**src/sv/lkvc_pkg.sv**
```systemverilog
// Shared types and constants for the LRU key-value cache.
package lkvc_pkg;

  localparam int unsigned KeyW  = 32;
  localparam int unsigned ValW  = 32;
  localparam int unsigned KindW = 2;

  // Operation codes; the fourth code does nothing.
  typedef enum logic [KindW-1:0] {
    KIND_LOOKUP = 2'd0,
    KIND_INSERT = 2'd1,
    KIND_ERASE  = 2'd2
  } kind_e;

  typedef enum logic [1:0] {
    ST_IDLE,
    ST_SEARCH,
    ST_SPLICE,
    ST_DONE
  } state_e;

  // One cache entry as it travels along the ring.
  typedef struct packed {
    logic            valid;
    logic [KeyW-1:0] key;
    logic [ValW-1:0] value;
  } entry_t;

endpackage

```
**src/sv/lkvc_cell.sv**
```systemverilog
// One storage cell of the entry ring: holds an entry, takes its neighbor's on shift.
module lkvc_cell (
  input  logic            clk_i,
  input  logic            rst_ni,
  input  logic            shift_i,
  input  lkvc_pkg::entry_t entry_i,
  output lkvc_pkg::entry_t entry_o
);

  logic                      valid_q;
  logic [lkvc_pkg::KeyW-1:0] key_q;
  logic [lkvc_pkg::ValW-1:0] value_q;

  always_ff @(posedge clk_i or negedge rst_ni) begin
    if (!rst_ni) begin
      valid_q <= 1'b0;
    end else if (shift_i) begin
      valid_q <= entry_i.valid;
    end
  end

  // Key and value need no reset: an invalid cell is never matched.
  always_ff @(posedge clk_i) begin
    if (shift_i) begin
      key_q   <= entry_i.key;
      value_q <= entry_i.value;
    end
  end

  assign entry_o.valid = valid_q;
  assign entry_o.key   = key_q;
  assign entry_o.value = value_q;

endmodule

```
**src/sv/lru_key_value_cache_unit.sv**
```systemverilog
// A hit or any insert takes a search pass and a rewrite pass from accept to result valid;
//   a lookup miss, an erase miss or the unused code takes the search pass only.
// One item at a time: no new item is taken until the last result is loaded, which waits
//   while an earlier result is still held; the entry ring is one shift path, walked in full per pass.
// Reset: asynchronous, active low; the cache comes up empty, no clearing pass.
// Entries sit in recency order along the ring (cell 0 = most recent); holes allowed.
module lru_key_value_cache_unit #(
  parameter int unsigned CAPACITY = 16
) (
  input  logic                              clk_i,
  input  logic                              rst_ni,
  // input item channel
  input  logic                              in_valid_i,
  output logic                              in_stall_o,
  input  logic        [lkvc_pkg::KindW-1:0] kind_i,
  input  logic signed [lkvc_pkg::KeyW-1:0]  key_i,
  input  logic signed [lkvc_pkg::ValW-1:0]  value_i,
  // result item channel
  output logic                              out_valid_o,
  input  logic                              out_stall_i,
  output logic                              hit_o,
  output logic signed [lkvc_pkg::ValW-1:0]  read_value_o
);

  localparam int unsigned CntW = (CAPACITY > 1) ? $clog2(CAPACITY) : 1;
  localparam logic [CntW-1:0] LastIdx = CntW'(CAPACITY - 1);

  // ---------------------------------------------------------------------------
  // Ring of cells. Every cell hands its entry to the lower neighbor while a
  // pass runs; cell 0 is the head, the splice logic feeds the top cell. After
  // a full pass of CAPACITY shifts the ring is back in its old alignment.
  // ---------------------------------------------------------------------------
  lkvc_pkg::entry_t cell_in  [CAPACITY];
  lkvc_pkg::entry_t cell_out [CAPACITY];
  lkvc_pkg::entry_t head;
  lkvc_pkg::entry_t tail;
  logic             shift;

  for (genvar gi = 0; gi < CAPACITY; gi++) begin : g_cell
    if (gi == CAPACITY - 1) begin : g_top
      assign cell_in[gi] = tail;
    end else begin : g_mid
      assign cell_in[gi] = cell_out[gi+1];
    end
    lkvc_cell u_cell (
      .clk_i   (clk_i),
      .rst_ni  (rst_ni),
      .shift_i (shift),
      .entry_i (cell_in[gi]),
      .entry_o (cell_out[gi])
    );
  end

  assign head = cell_out[0];

  // ---------------------------------------------------------------------------
  // Control state
  // ---------------------------------------------------------------------------
  lkvc_pkg::state_e state_q, state_d;
  logic [CntW-1:0]  cnt_q, cnt_d;
  logic             found_q, found_d;     // search pass saw the key
  logic [CntW-1:0]  slot_q, slot_d;       // ring position of the match
  logic             direct_q, direct_d;   // splice no longer delayed by one
  logic             out_valid_q, out_valid_d;

  // payload registers
  logic [lkvc_pkg::KindW-1:0] kind_q, kind_d;
  logic [lkvc_pkg::KeyW-1:0]  key_q, key_d;
  logic [lkvc_pkg::ValW-1:0]  value_q, value_d;
  logic [lkvc_pkg::ValW-1:0]  found_val_q, found_val_d;
  lkvc_pkg::entry_t           carry_q, carry_d;
  logic                       hit_q, hit_d;
  logic [lkvc_pkg::ValW-1:0]  rv_q, rv_d;

  lkvc_pkg::entry_t hole;
  logic             key_eq;
  logic             at_match;
  logic             is_lookup;
  logic             is_insert;
  logic             is_erase;
  logic             need_splice;

  assign hole      = '{valid: 1'b0, key: '0, value: '0};
  assign key_eq    = head.valid && (head.key == key_q);
  assign at_match  = found_q && (cnt_q == slot_q);
  assign is_lookup = (kind_q == lkvc_pkg::KIND_LOOKUP);
  assign is_insert = (kind_q == lkvc_pkg::KIND_INSERT);
  assign is_erase  = (kind_q == lkvc_pkg::KIND_ERASE);
  assign shift     = (state_q == lkvc_pkg::ST_SEARCH) || (state_q == lkvc_pkg::ST_SPLICE);

  always_ff @(posedge clk_i or negedge rst_ni) begin
    if (!rst_ni) begin
      state_q     <= lkvc_pkg::ST_IDLE;
      cnt_q       <= '0;
      found_q     <= 1'b0;
      slot_q      <= '0;
      direct_q    <= 1'b0;
      out_valid_q <= 1'b0;
    end else begin
      state_q     <= state_d;
      cnt_q       <= cnt_d;
      found_q     <= found_d;
      slot_q      <= slot_d;
      direct_q    <= direct_d;
      out_valid_q <= out_valid_d;
    end
  end

  always_ff @(posedge clk_i) begin
    kind_q      <= kind_d;
    key_q       <= key_d;
    value_q     <= value_d;
    found_val_q <= found_val_d;
    carry_q     <= carry_d;
    hit_q       <= hit_d;
    rv_q        <= rv_d;
  end

  always_comb begin
    state_d     = state_q;
    cnt_d       = cnt_q;
    found_d     = found_q;
    slot_d      = slot_q;
    direct_d    = direct_q;
    out_valid_d = out_valid_q;
    kind_d      = kind_q;
    key_d       = key_q;
    value_d     = value_q;
    found_val_d = found_val_q;
    carry_d     = carry_q;
    hit_d       = hit_q;
    rv_d        = rv_q;
    tail        = head;
    need_splice = 1'b0;
    in_stall_o  = 1'b1;

    // result leaves when the far side takes it
    if (out_valid_q && !out_stall_i) begin
      out_valid_d = 1'b0;
    end

    case (state_q)
      lkvc_pkg::ST_IDLE: begin
        in_stall_o = 1'b0;
        if (in_valid_i) begin
          kind_d  = kind_i;
          key_d   = key_i;
          value_d = value_i;
          found_d = 1'b0;
          cnt_d   = '0;
          state_d = lkvc_pkg::ST_SEARCH;
        end
      end

      // Pass 1: rotate unchanged, compare the head key each cycle.
      lkvc_pkg::ST_SEARCH: begin
        tail = head;
        if (key_eq && !found_q) begin
          found_d     = 1'b1;
          slot_d      = cnt_q;
          found_val_d = head.value;
        end
        if (cnt_q == LastIdx) begin
          cnt_d       = '0;
          need_splice = is_insert || ((is_lookup || is_erase) && found_d);
          // Touch and insert put a new front entry; erase only punches a hole.
          direct_d    = is_erase;
          carry_d     = '{valid: 1'b1, key: key_q,
                          value: found_d ? found_val_d : value_q};
          state_d     = need_splice ? lkvc_pkg::ST_SPLICE : lkvc_pkg::ST_DONE;
        end else begin
          cnt_d = cnt_q + 1'b1;
        end
      end

      // Pass 2: stream rewrite. Delayed mode emits the carry and keeps the head;
      // the first hole or the matched entry is swallowed and the stream goes
      // direct. A full cache with no match drops the last (least recent) entry.
      lkvc_pkg::ST_SPLICE: begin
        if (!direct_q) begin
          tail = carry_q;
          if (!head.valid || at_match) begin
            direct_d = 1'b1;
          end else begin
            carry_d = head;
          end
        end else begin
          tail = at_match ? hole : head;
        end
        if (cnt_q == LastIdx) begin
          cnt_d   = '0;
          state_d = lkvc_pkg::ST_DONE;
        end else begin
          cnt_d = cnt_q + 1'b1;
        end
      end

      lkvc_pkg::ST_DONE: begin
        if (!out_valid_q || !out_stall_i) begin
          out_valid_d = 1'b1;
          hit_d       = found_q && (is_lookup || is_erase);
          rv_d        = (found_q && is_lookup) ? found_val_q : '0;
          state_d     = lkvc_pkg::ST_IDLE;
        end
      end

      default: begin
        state_d = lkvc_pkg::ST_IDLE;
      end
    endcase
  end

  assign out_valid_o  = out_valid_q;
  assign hit_o        = hit_q;
  assign read_value_o = rv_q;

`ifndef SYNTHESIS
  // The rewrite pass only ever follows a complete search pass.
  a_splice_after_search: assert property (@(posedge clk_i) disable iff (!rst_ni)
    (state_q == lkvc_pkg::ST_SPLICE) && ($past(state_q) == lkvc_pkg::ST_SEARCH)
    |-> ($past(cnt_q) == LastIdx))
    else $error("splice started before the search pass finished");

  // A fresh search starts with no match recorded.
  a_search_clean: assert property (@(posedge clk_i) disable iff (!rst_ni)
    (state_q == lkvc_pkg::ST_SEARCH) && (cnt_q == '0) |-> !found_q)
    else $error("stale match at start of search");

  // Once the splice has gone direct it stays direct to the end of the pass.
  a_direct_sticky: assert property (@(posedge clk_i) disable iff (!rst_ni)
    (state_q == lkvc_pkg::ST_SPLICE) && direct_q && (cnt_q != LastIdx) |=> direct_q)
    else $error("splice fell back to delayed mode");

  // A recorded match position lies in the part of the ring already searched.
  a_slot_seen: assert property (@(posedge clk_i) disable iff (!rst_ni)
    (state_q == lkvc_pkg::ST_SEARCH) && found_q |-> (slot_q < cnt_q))
    else $error("match slot ahead of search position");
`endif

endmodule

```
**config.mk**
```make
export PLATFORM = sky130hd
export DESIGN_NAME = lru_key_value_cache_unit
export DESIGN_NICKNAME = d
export VERILOG_FILES = /design/src/sv/lkvc_pkg.sv /design/src/sv/lkvc_cell.sv /design/src/sv/lru_key_value_cache_unit.sv
export SDC_FILE = /design/constraint.sdc
export NUM_CORES = 1
export LEC_CHECK = 0
export BUFFER_PORTS_ARGS = -buffer_cell sky130_fd_sc_hd__buf_4
export CORE_MARGIN = 2
export CORE_UTILIZATION = 60
export CTS_BUF_LIST = sky130_fd_sc_hd__clkbuf_2
export DETAILED_ROUTE_END_ITERATION = 10
export GPL_ROUTABILITY_DRIVEN = 0
export PLACE_DENSITY = 0.73
export SYNTH_ARGS = -nofsm -noshare
export SYNTH_HDL_FRONTEND = slang
export SYNTH_SLANG_ARGS = --single-unit
```
**constraint.sdc**
```tcl
create_clock -name clk_i -period 66.4 [get_ports clk_i]
set_clock_uncertainty 0.15 [all_clocks]
set_input_delay 13.28 -clock clk_i [delete_from_list [all_inputs] [get_ports clk_i]]
set_output_delay 13.28 -clock clk_i [all_outputs]
set_load 0.005 [all_outputs]
```
==> results.py, run 1 <==
metrics = {
    "timing": {
        "drv_slew": 0,
        "setup_violations": 0,
        "worst_pin_slew_ps": 1120,
        "setup-tns-final_ps": 0,
        "post-route-min-period_ps": 15760,
        "layout_worst_path_cycle_share_pct": 23.7,
        "maxSlewHeadroom_pct": 25.1,
        "rsz0062_at_grt": "false",
        "fmax_mhz": 63.5,
        "hold_viol_final": 0,
    },
    "grt": {
        "globalRouteTotalUtil_pct": 18.4,
        "grt_pass1_wl_mm": 97.3,
        "grt_start_max_net_pins": 200,
        "initial_antenna_violation_count": 2,
        "overall_overflow_remaining_after_global_route": 0,
        "first_global_vias": 17700,
    },
    "routing": {
        "drt_iter0_drc": 1593,
        "route.vias.total": 17200,
        "drt.antenna.violating_nets": 0,
        "drc": 0,
        "wl_mm": 62.3,
        "wl_per_instance_um": 19.7,
        "detail_route.first_pass.iterations": 5,
        "via_per_inst": 5.45,
    },
    "synth": {
        "synthMostInstantiatedCell": "edfxtp_1",
        "syn_inst": 1682,
        "post_synth_most_frequent_cells": "edfxtp_1 (1220), a22o_1 (65), o22ai_1 (64)",
        "yosys_most_used_dff": "edfxtp_1",
        "yosys_register_bits": 1249,
        "synthDominantCellAreaShare_pct": 90.0,
        "synthDistinctLibCells": 42,
        "syn_area_per_cell_um2": 24.2,
        "ys_seq_area_share_pct": 91.8,
        "synth_fp_nets": 1757,
        "asyncSetResetFlopFracSynth_pct": 2.32,
        "syn-cell-area_um2": 40700,
        "number_of_synthesized_flops_with_an_enable_pin": 1220,
        "yosys_warns": 0,
        "synth_top_cell_by_area": "edfxtp_1",
        "synthTopCellsByArea": "edfxtp_1 (90%), dfrtp_1 (1.8%), mux2_2 (1.5%)",
    },
    "cells_and_area": {
        "nFillCells": 4187,
        "final_layout_size_suffix_gt1_share_pct": 28.8,
        "final_core_util_pct": 67.3,
        "nNetsFinal": 2148,
        "area_growth_pct": 11.2,
    },
    "clocking": {
        "cts_buffer_depth": 4,
        "post_cts.resized_instances": 0,
        "cts_hold_buffers": 0,
        "cts_post_setup_buffers_inserted": 0,
        "total_cts_buffers": 306,
        "path_clk_slew_ps": 100,
        "cts_root_buffer": "clkbuf_2",
        "tritoncts": "built",
        "cts.sink_count": 1249,
        "clock_tree.htree_level_count": 5,
        "clk-insertion-delay-late_ps": 1380,
    },
    "setup_path": {
        "cp.required_ps": 52970,
        "critical_path.reg2reg.startpoint": "state_q[0]$_DFFE_PN0P_",
        "critPathKind": "reg2out",
        "worst-endpoint-arrival_ps": 2330,
        "cp_max_fo": 6,
        "startpoint_type": "flop",
        "regToRegSetupSlack_ps": 61260,
        "rr_worst_depth": 5,
        "worstSetupEndpointType": "primary output",
        "worstReg2RegEnd": "g_cell[13].u_cell.value_q[29]$_DFFE_PP_",
    },
    "floorplanning": {
        "width_of_the_die_um": 264,
        "die_height_um": 264,
        "fp.coreArea_um2": 67200,
        "dieArea_um2": 69900,
        "row_count": 95,
        "io-pin-count": 105,
        "start_util_pct": 60.6,
    },
    "power_and_ir_drop": {
        "power_per_unit_of_standard_cell_area_nw_per_um2": 56.2,
        "irDropWorstVdd_uv": 71.8,
        "p_total_uw": 2540,
        "static_leakage_uw": 0.0158,
    },
    "hold_path": {
        "hold_path_end": "g_cell[7].u_cell.key_q[25]$_DFFE_PP_",
        "timing.hold.worst.start": "g_cell[8].u_cell.key_q[25]$_DFFE_PP_",
        "hold_depth": 0,
        "worstHoldPathType": "reg2reg",
    },
    "placement": {
        "portBuffers": 104,
        "dpl.hpwl_mm": 30.8,
    },
    "outcome": {
        "status": "finished, final reports clean",
    },
    "run": {
        "timing.max_cap.violations": 0,
    },
}
-- how the worst max path moves through the flow --
| stage | slack (ps) | end | startpoint | cells past startpoint |
|---|---|---|---|---|
| global route | 50440 | in_stall_o | state_q[0]$_DFFE_PN0P_ | 4 |
| CTS | 50470 | in_stall_o | state_q[0]$_DFFE_PN0P_ | 4 |
| detailed placement | 51510 | found_q$_DFFE_PN0P_ | in_valid_i | 4 |
| global placement | 51530 | found_q$_DFFE_PN0P_ | in_valid_i | 4 |
| finish | 50640 | in_stall_o | state_q[0]$_DFFE_PN0P_ | 4 |
| floorplan | 39530 | cnt_q[1]$_DFFE_PN0P_ | state_q[0]$_DFFE_PN0P_ | 4 |
-- worst max-delay path, cell delays in order (launching register included) --
cell and delay, ps:
dfrtp_1 450, inv_1 150, ha_4 170, inv_1 60, buf_4 130
-- metal layers --
metal	track usage, %	vias to the layer above	share of wire, %
met4	8.81	0	2.4
met3	4.90	128	5.9
li1	-	7796	-
met2	25.9	595	46
met1	27.2	8679	46
met5	0	-	0
-- cells in the final DEF, fill, tap and decap left out, types with 2 or more instances in the layout --
cell type | netlist | layout
a32o_1 | 2 | 2
a21o_1 | 3 | 2
mux2_2 | 55 | 55
nor4_1 | 4 | 4
a21oi_1 | 37 | 36
nand2b_1 | 2 | 2
nor2b_1 | 4 | 3
diode_2 | 0 | 8
o21ai_0 | 5 | 5
nand3_1 | 7 | 7
mux2_1 | 20 | 20
nor2_1 | 6 | 5
inv_1 | 5 | 5
ha_1 | 5 | 2
bufinv_16 | 0 | 5
a22o_1 | 65 | 65
xor2_1 | 22 | 22
nand2_1 | 7 | 7
xnor2_1 | 14 | 14
and2_1 | 33 | 32
clkbuf_2 | 0 | 435
clkinv_1 | 0 | 58
edfxtp_1 | 1220 | 1220
ha_2 | 0 | 2
nand4_1 | 4 | 4
buf_4 | 1 | 125
nor3_1 | 3 | 3
o22ai_1 | 64 | 64
inv_2 | 1 | 6
clkinv_2 | 0 | 6
mux2_4 | 10 | 10
dfrtp_1 | 29 | 29
-- through the flow --
step                instances  hold WS (ps)  cell area [µm²]  worst slack [ps]
floorplan                1682           250            40700             39530
global placement         2638           252            42600             51530
detailed placement       2638           255            42600             51510
CTS                      3148           203            45200             50470
global route             3151           189            45200             50440
finish                   3156           203            45200             50640
-- power breakdown --
| part | internal, µW | leakage, µW | switching [µW] |
|---|---|---|---|
| clock | 194 | 0.00202 | 283 |
| sequential | 1530 | 0.0121 | 130 |
| combinational | 83.9 | 0.00170 | 321 |
-- registers in the layout, indices dropped and copies added, names as in the netlist, 2 cells and up --
signal and count:
state_q 2, kind_q 2, slot_q 4, key_q 32
g_cell.u_cell.value_q 512, g_cell.u_cell.valid_q 16, cnt_q 4, g_cell.u_cell.key_q 512
value_q 32, found_val_q 32, carry_q 65, read_value_o 32
-- area by class of cell --
cell class | instances | area (µm²) | share of cell area [%]
clock inverters | 75 | 425 | 0.941
repair buffers | 126 | 958 | 2.12
well taps | 873 | 1090 | 2.42
flip-flops and latches | 1249 | 37400 | 82.6
clock buffers | 435 | 2180 | 4.81
diodes | 8 | 20.0 | 0.0443
multi-input cells | 384 | 3170 | 7.01
inverters | 6 | 22.5 | 0.0498
-- cell families after synthesis --
group	Yosys count	synth area share [%]
buffers and inverters	49	0.554
DFF	1249	91.8
xor gates and xnor gates	36	0.775
AOI/OAI and AO/OA	183	3.15
and+or+nand+nor	75	1.10
adders and majority gates	5	0.154
muxes	85	2.44
Power figures use the tool's default switching activity.
==> run 2: changes to the inputs <==
--- a/config.mk
+++ b/config.mk
@@ -5,6 +5,7 @@
 export SDC_FILE = /design/constraint.sdc
 export NUM_CORES = 1
 export LEC_CHECK = 0
+export ABC_AREA = 1
 export BUFFER_PORTS_ARGS = -buffer_cell sky130_fd_sc_hd__buf_4
 export CORE_MARGIN = 2
 export CORE_UTILIZATION = 60
==> constraint.sdc (replaced) <==
create_clock -name clk_i -period 14.6 [get_ports clk_i]
set_clock_uncertainty 0.15 [all_clocks]
set_input_delay 2.92 -clock clk_i [delete_from_list [all_inputs] [get_ports clk_i]]
set_output_delay 2.92 -clock clk_i [all_outputs]
set_load 0.005 [all_outputs]
==> results.py, run 2 <==
metrics = {
    "synth": {
        "syn-cell-area_um2": 41900,
        "syn_area_per_cell_um2": 18.3,
        "yosys_most_used_dff": "edfxtp_1",
        "yosys_warns": 0,
        "syn_inst": 2292,
        "synthDistinctLibCells": 31,
        "post_synth_most_frequent_cells": "edfxtp_1 (1220), nand2_1 (348), inv_1 (203)",
        "synth_fp_nets": 2367,
        "ys_seq_area_share_pct": 89.1,
        "yosys_register_bits": 1249,
        "synthDominantCellAreaShare_pct": 87.4,
        "synth_top_cell_by_area": "edfxtp_1",
        "asyncSetResetFlopFracSynth_pct": 2.32,
        "number_of_synthesized_flops_with_an_enable_pin": 1220,
        "synthTopCellsByArea": "edfxtp_1 (87%), nand2_1 (3.1%), inv_1 (1.8%)",
        "synthMostInstantiatedCell": "edfxtp_1",
    },
    "clocking": {
        "cts_post_setup_buffers_inserted": 0,
        "cts_hold_buffers": 0,
        "cts_buffer_depth": 4,
        "cts.sink_count": 1249,
        "clock_tree.htree_level_count": 5,
        "total_cts_buffers": 311,
        "path_clk_slew_ps": 110,
        "cts_root_buffer": "clkbuf_2",
        "tritoncts": "built",
        "post_cts.resized_instances": 0,
        "clk-insertion-delay-late_ps": 1310,
    },
    "routing": {
        "via_per_inst": 5.21,
        "drt_iter0_drc": 2087,
        "detail_route.first_pass.iterations": 6,
        "wl_per_instance_um": 17.8,
        "drt.antenna.violating_nets": 0,
        "wl_mm": 67.5,
        "route.vias.total": 19800,
        "drc": 0,
    },
    "cells_and_area": {
        "finish.cell_count_without_fillers": 3804,
        "top_regs": "g_cell.u_cell.key_q (512), g_cell.u_cell.value_q (512), carry_q (65)",
        "most-common-layout-cells": "edfxtp_1 (1220), clkbuf_2 (443), nand2_1 (348)",
        "final_layout_size_suffix_gt1_share_pct": 21.1,
        "layout_commonest_cell": "edfxtp_1",
        "nNetsFinal": 2743,
        "final_core_util_pct": 67.6,
        "area_growth_pct": 11.0,
    },
    "setup_path": {
        "cp.required_ps": 11530,
        "rr_worst_depth": 5,
        "critPathMaxStageDelay_ps": 450,
        "worst-endpoint-arrival_ps": 2260,
        "worstSetupEndpointType": "primary output",
        "startpoint_type": "flop",
        "cpMaxStageDelayCell": "dfrtp_1",
        "cp_max_fo": 4,
        "regToRegSetupSlack_ps": 9980,
        "crit_path_frequent_cell": "inv_1",
        "critical_path.cell_chain": "inv_1 -> ha_4 -> inv_1 -> buf_4",
        "critPathKind": "reg2out",
    },
    "timing": {
        "hold_viol_final": 0,
        "post-route-min-period_ps": 5330,
        "worst_pin_slew_ps": 1160,
        "rsz0062_at_grt": "false",
        "worst_hold_slack_ps": 152,
        "layout_worst_path_cycle_share_pct": 36.5,
        "drv_slew": 0,
        "fmax_mhz": 188,
        "maxSlewHeadroom_pct": 22.2,
        "setup-tns-final_ps": 0,
        "setup_violations": 0,
    },
    "hold_path": {
        "worstHoldPathType": "reg2reg",
        "hold_depth": 0,
    },
    "floorplanning": {
        "die_height_um": 268,
        "row_count": 96,
        "dieArea_um2": 72000,
        "width_of_the_die_um": 268,
        "io-pin-count": 105,
        "fp.coreArea_um2": 68800,
        "start_util_pct": 60.9,
    },
    "placement": {
        "portBuffers": 104,
        "dpl.hpwl_mm": 36.5,
        "placed_cells_incl_taps": 3286,
    },
    "grt": {
        "overall_overflow_remaining_after_global_route": 0,
        "initial_antenna_violation_count": 4,
        "globalRouteTotalUtil_pct": 19.1,
        "first_global_vias": 19600,
        "grt_start_max_net_pins": 215,
        "grt_pass1_wl_mm": 104,
    },
    "run": {
        "timing.max_cap.violations": 0,
    },
    "power_and_ir_drop": {
        "irDropWorstVdd_uv": 268,
        "power_per_unit_of_standard_cell_area_nw_per_um2": 249,
        "static_leakage_uw": 0.0178,
        "p_total_uw": 11600,
    },
    "outcome": {
        "status": "finished, final reports clean",
    },
}
run 2: where the power goes:
part / total [µW] / leakage, µW / internal, µW / switching (µW)
Combinational: 1910 / 0.00358 / 298 / 1610
Sequential: 7490 / 0.0122 / 6910 / 572
Clock: 2200 / 0.00204 / 926 / 1280
run 2: cell families after synthesis:
family / share of synthesized area [%]
and+or+nand+nor: 6.19
DFF: 89.1
muxes: 0.0239
AOI/OAI and AO/OA: 1.75
xor gates and xnor gates: 0.251
buffers and inverters: 2.50
adders and majority gates: 0.149
run 2: final cells by class:
cell class                 count  area [µm²]
sequential                  1249       37400
tap                          931        1160
timing repair buffer         125         963
clock inverter                66         445
inverter                     212         796
clock buffer                 443        2220
fill                        4507       22300
multi-input combinational    769        3550
antenna                        9        22.5
run 2: path summary, 6_finish.rpt:
kind,startpoint,end
setup / recovery,state_q[1]$_DFFE_PN0P_,in_stall_o
hold / removal,g_cell[6].u_cell.key_q[0]$_DFFE_PP_,g_cell[5].u_cell.key_q[0]$_DFFE_PP_
setup reg to reg,state_q[1]$_DFFE_PN0P_,g_cell[8].u_cell.value_q[26]$_DFFE_PP_
hold reg to reg,g_cell[6].u_cell.key_q[0]$_DFFE_PP_,g_cell[5].u_cell.key_q[0]$_DFFE_PP_
max in group asynchronous,rst_ni,g_cell[5].u_cell.valid_q$_DFFE_PN0P_
min in group asynchronous,rst_ni,out_valid_o$_DFF_PN0_
run 2: per-stage QoR:
stage | area [µm²] | worst slack (ps)
2_1_floorplan | 41900 | 5100
3_3_place_gp | 43800 | 9980
3_5_place_dp | 43800 | 9900
4_1_cts | 46500 | 9040
5_1_grt | 46500 | 9010
6_report | 46500 | 9270
run 2: worst max-delay path: cells and delay by family, from the launching register on:
family,cells,cell delay [ps]
flip-flops,1,450
buffers and inverters,3,390
adder cells (fa/ha/maj),1,170
run 2: per-layer routing:
metal | vias up | GRT usage [%] | share of wire [%]
met4 | 0 | 9.50 | 2.4
met3 | 126 | 5.45 | 7.5
met5 | - | 0 | 0
li1 | 9281 | - | -
met1 | 9622 | 28.5 | 45
met2 | 793 | 26.3 | 45
